[src/rtl/abb_pkg.sv]
package abb_pkg;

  localparam int MaxBodies = 32;
  localparam int CoordBits = 16;
  localparam int SlotW = 5;
  localparam int CntW = 6;

  typedef enum logic [1:0] {
    ACT_ADD    = 2'd0,
    ACT_REMOVE = 2'd1,
    ACT_CLEAR  = 2'd2,
    ACT_QUERY  = 2'd3
  } action_t;

  typedef enum logic [1:0] {
    ST_DONE    = 2'd0,
    ST_FULL    = 2'd1,
    ST_IGNORED = 2'd2
  } status_t;

  typedef struct packed {
    logic [1:0]         action;
    logic [4:0]         slot;
    logic signed [15:0] box_min_x;
    logic signed [15:0] box_min_y;
    logic signed [15:0] box_max_x;
    logic signed [15:0] box_max_y;
  } in_item_t;

  typedef struct packed {
    logic [1:0] status;
    logic [4:0] slot_out;
    logic [4:0] other_slot;
    logic       pair_valid;
    logic       last;
  } out_item_t;

  typedef struct packed {
    logic signed [CoordBits-1:0] min_x;
    logic signed [CoordBits-1:0] min_y;
    logic signed [CoordBits-1:0] max_x;
    logic signed [CoordBits-1:0] max_y;
  } box_t;

  // Control handed from the sequencer to every slot cell.
  typedef struct packed {
    logic             clear;
    logic             wr;
    logic [SlotW-1:0] wr_slot;
    logic             rm;
    logic [SlotW-1:0] rm_slot;
    logic             load;
    logic             shift;
  } cell_ctl_t;

  function automatic logic signed [CoordBits-1:0] coord_in(logic signed [15:0] raw);
    logic signed [31:0] s;
    logic signed [31:0] hi;
    logic signed [31:0] lo;
    s  = 32'(raw);
    hi = 32'((64'sd1 <<< (CoordBits - 1)) - 64'sd1);
    lo = -hi - 32'sd1;
    if (s > hi) s = hi;
    if (s < lo) s = lo;
    return s[CoordBits-1:0];
  endfunction

endpackage

[src/rtl/abb_cell.sv]
module abb_cell
  import abb_pkg::*;
(
  input  logic                 clk,
  input  logic                 rst,
  input  logic [SlotW-1:0]     idx,
  input  cell_ctl_t            ctl,
  input  box_t                 new_box,
  input  logic                 prev_occ,
  input  logic [SlotW-1:0]     prev_id,
  input  box_t                 prev_box,
  output logic                 occ,
  output logic                 sh_occ,
  output logic [SlotW-1:0]     sh_id,
  output box_t                 sh_box,
  output box_t                 box
);

  // Hold occupancy and the stored box for this slot.
  always_ff @(posedge clk) begin
    if (rst || ctl.clear) begin
      occ <= 1'b0;
    end else if (ctl.wr && ctl.wr_slot == idx) begin
      occ <= 1'b1;
    end else if (ctl.rm && ctl.rm_slot == idx) begin
      occ <= 1'b0;
    end
    if (ctl.wr && ctl.wr_slot == idx) begin
      box <= new_box;
    end
  end

  // Scan stage: load own entry, then pass the neighbor's entry along.
  always_ff @(posedge clk) begin
    if (ctl.load) begin
      sh_occ <= occ;
      sh_id  <= idx;
      sh_box <= box;
    end else if (ctl.shift) begin
      sh_occ <= prev_occ;
      sh_id  <= prev_id;
      sh_box <= prev_box;
    end
  end

endmodule

[config.mk]
export PLATFORM = sky130hd
export DESIGN_NAME = abb_cell
export DESIGN_NICKNAME = d
export VERILOG_FILES = /design/src/rtl/abb_pkg.sv /design/src/rtl/abb_cell.sv
export SDC_FILE = /design/constraint.sdc
export NUM_CORES = 1
export LEC_CHECK = 0
export BUFFER_PORTS_ARGS = -buffer_cell sky130_fd_sc_hd__buf_4
export CAP_MARGIN = 5
export CORE_UTILIZATION = 40
export CTS_BUF_LIST = sky130_fd_sc_hd__clkbuf_4 sky130_fd_sc_hd__clkbuf_8
export CTS_CLUSTER_DIAMETER = 60
export CTS_CLUSTER_SIZE = 14
export DETAILED_ROUTE_END_ITERATION = 7
export PLACE_DENSITY = 0.74
export SETUP_SLACK_MARGIN = 0.4
export SYNTH_ARGS = -nofsm -noshare
export SYNTH_HDL_FRONTEND = slang
export SYNTH_SLANG_ARGS = --single-unit
[constraint.sdc]
create_clock -name clk -period 5.8 [get_ports clk]
set_input_delay 0.58 -clock clk [delete_from_list [all_inputs] [get_ports clk]]
set_output_delay 0.58 -clock clk [all_outputs]
set_load 0.005 [all_outputs]
==> results_dict.tcl <==
set metrics [dict create \
    status "completed" \
    grt_overflow 0 \
    vias 3268 \
    cp-startpoint "ctl[1]" \
    min_path_type "input port to flip-flop" \
    cts_made_buffers 17 \
    worst_pin_slew_ns 0.956 \
    globalplace.congestion 0.792 \
    wirelength_um 12200 \
    drt-initial-drc-count 131 \
    syn2layout_area_growth_pct 56.8 \
    cp_max_fo 71 \
    synth_top_area_share_pct 80.2 \
    fin_util_pct 64.9 \
    power_frac_clock_pct 40.6 \
    synth_top_family_by_area "multiplexers" \
    synthTopCellsByCount "134 x edfxtp_1, 70 x mux2_2, 8 x buf_2, 6 x xnor2_1, 4 x xor2_1" \
    hold_viol 0 \
    crit_path_max_incr_delay_ns 0.90 \
    core_mm2 0.0121 \
    synth_compound_area_share_pct 0.349 \
    ys_types 14 \
    die_h_um 114 \
    ys_seq_area_share_pct 80.6 \
    cap_violations 0 \
    die_w_um 114 \
    path_clk_slew_ns 0.07 \
    vias_per_cell 4.58 \
    vdd_drop_max_mv 0.217 \
    worst_slack_ns 3.69 \
    syn_area_mm2 0.00501 \
    grt_pass1_vias 3213 \
    grt_max_degree 72 \
    rows 40 \
    synthSimpleGateAreaFrac_pct 0.674 \
    synth_cells 231 \
    synth_xor_area_share_pct 1.75 \
    synth.area.mux_share_pct 15.7 \
    path_class "input port to flip-flop" \
    clkLatencyLatePin_ns 0.42 \
    pin_count 291 \
    ys_async_sr_fraction_pct 0 \
    place_inst 682 \
    r2r_start "box[58]" \
    cts_hold_buffers 0 \
    setup_viol 0 \
    crit_path_top_delay_cell "or2_4" \
    port_buffers 290 \
    ys_top_cells_by_area "edfxtp_1 80%, mux2_2 16%, xnor2_1 1.0%" \
    finalSetupTns_ns 0 \
    nFillCells 872 \
    synth_area_leader_cell "edfxtp_1" \
    cpLargestDelayFamily "simple AND/OR/NAND/NOR gates" \
    fmax_mhz 474 \
    cts_max_level 4 \
    maxSlewViolCount 0 \
    cts_sinks 135 \
    cts_buffer_depth 2 \
    yosys_warnings 0 \
    post-route-period-util_pct 36.3 \
    p_int_mw 1.88 \
    wire_per_inst_um 17.0 \
    clock_tree.root_cell "clkbuf_8" \
    end_kind "flip-flop" \
    final_net_count 689 \
    dp_hpwl_um 8740 \
    grt_pass1_wl_um 16800 \
    drt_first_pass_iters 4 \
    antenna_found_initial 0 \
    synth_nets 387 \
    postCtsSetupBuffers 0 \
    rsz0062_at_grt "no" \
    power.density_mw_per_mm2 296 \
    hold_slack_ns 0.306 \
    p_leak_nw 3.26 \
    final_cells 714 \
    relSlewSlack_pct 36.3 \
    cp.required_ns 5.84 \
    comb_power_share_pct 10.1 \
    syn_avg_cell_area_um2 21.7 \
    switching_share_pct 19.2 \
    cts.repair.resized 0 \
    skew_ns 0.00651 \
    cp-start-kind "input port" \
    detail-route-antenna-nets 0 \
    drive_gt1_share_pct 72.3 \
    grt_usage_pct 18.2 \
    path_buf_inv 1 \
    crit_chain "buf_4 -> or2_4" \
    start_util_pct 41.4 \
    cp.arrival_ns 2.15 \
    seqPwrFrac_pct 49.3 \
    drc_errors 0 \
    tritoncts "yes" \
    post-place-ws_ns 3.15 \
    synth_seq_cells 135 \
    hold_start "rst" \
    period_needed_ns 2.11 \
    synth_edf_count 134 \
    synthAdderAreaFrac_pct 0 \
    dieArea_mm2 0.0130 \
    yosysMostFrequentCell "edfxtp_1" \
    synth_ff_type "edfxtp_1" \
    diodes 0 \
    p_switching_mw 0.446 \
]
## power groups by stage
stage / combinational (mW) / clock (mW) / sequential, mW
after detailed placement: 0.237 / 0 / 1.17
after CTS: 0.238 / 0.965 / 1.15
final: 0.235 / 0.943 / 1.15
after global routing: 0.250 / 0.999 / 1.15
after global placement: 0.234 / 0 / 1.17
after floorplan: 0.0580 / 0 / 1.17
## per-layer routing
metal	track usage [%]	up-vias	share of wire (%)
li1	-	1513	-
met1	18.1	1558	35
met2	32.9	177	54
met3	6.85	20	8.4
met4	9.35	0	2.5
met5	0	-	0
## flip-flops by register name (all words and copies together), names as in the netlist
register and cells:
sh_id 5, sh_box 64, sh_occ 1, occ 1
box 64
## per-stage QoR
stage / total power [mW] / area, um^2
after floorplan: 1.23 / 5010
after global placement: 1.40 / 7370
after detailed placement: 1.40 / 7370
after CTS: 2.35 / 7860
after global routing: 2.40 / 7860
final: 2.32 / 7860
## kinds of logic (layout without fill, tap and decap cells)
family / after synthesis / after routing
compound gates: 2 / 2
xor+xnor: 10 / 10
buf+inv: 9 / 324
flops: 135 / 135
mux: 70 / 70
simple gates: 5 / 5
## path summary, 6_finish.rpt
path / slack [ns] / depth (start not counted) / endpoint
max: 3.69 / 2 / sh_occ
min: 0.31 / 2 / occ
max reg2reg: 4.85 / 1 / sh_box[58]
min reg2reg: 0.55 / 2 / occ
## layout make-up
| type | count | area, um^2 | share of cell area (%) |
|---|---|---|---|
| Multi-Input combinational cell | 87 | 930 | 11.8 |
| Tap cell | 168 | 210 | 2.67 |
| Inverter | 1 | 3.75 | 0.0477 |
| Sequential cell | 135 | 4040 | 51.4 |
| Timing Repair Buffer | 291 | 2180 | 27.8 |
| Clock buffer | 17 | 234 | 2.98 |
| Clock inverter | 15 | 256 | 3.26 |
## cells in the final DEF (no fill, tap or decap)
master / instances
buf_4: 291
edfxtp_1: 134
mux2_2: 70
clkbuf_8: 17
bufinv_16: 7
xnor2_1: 6
xor2_1: 4
clkinv_2: 3
clkinv_1: 2
clkinvlp_4: 2
nor4_2: 1
nand3_1: 1
inv_2: 1
or2_4: 1
nand4_1: 1
nand2_1: 1
o21ai_1: 1
a211oi_2: 1
clkinv_4: 1
dfxtp_1: 1
(Power assumes the default switching activity.)
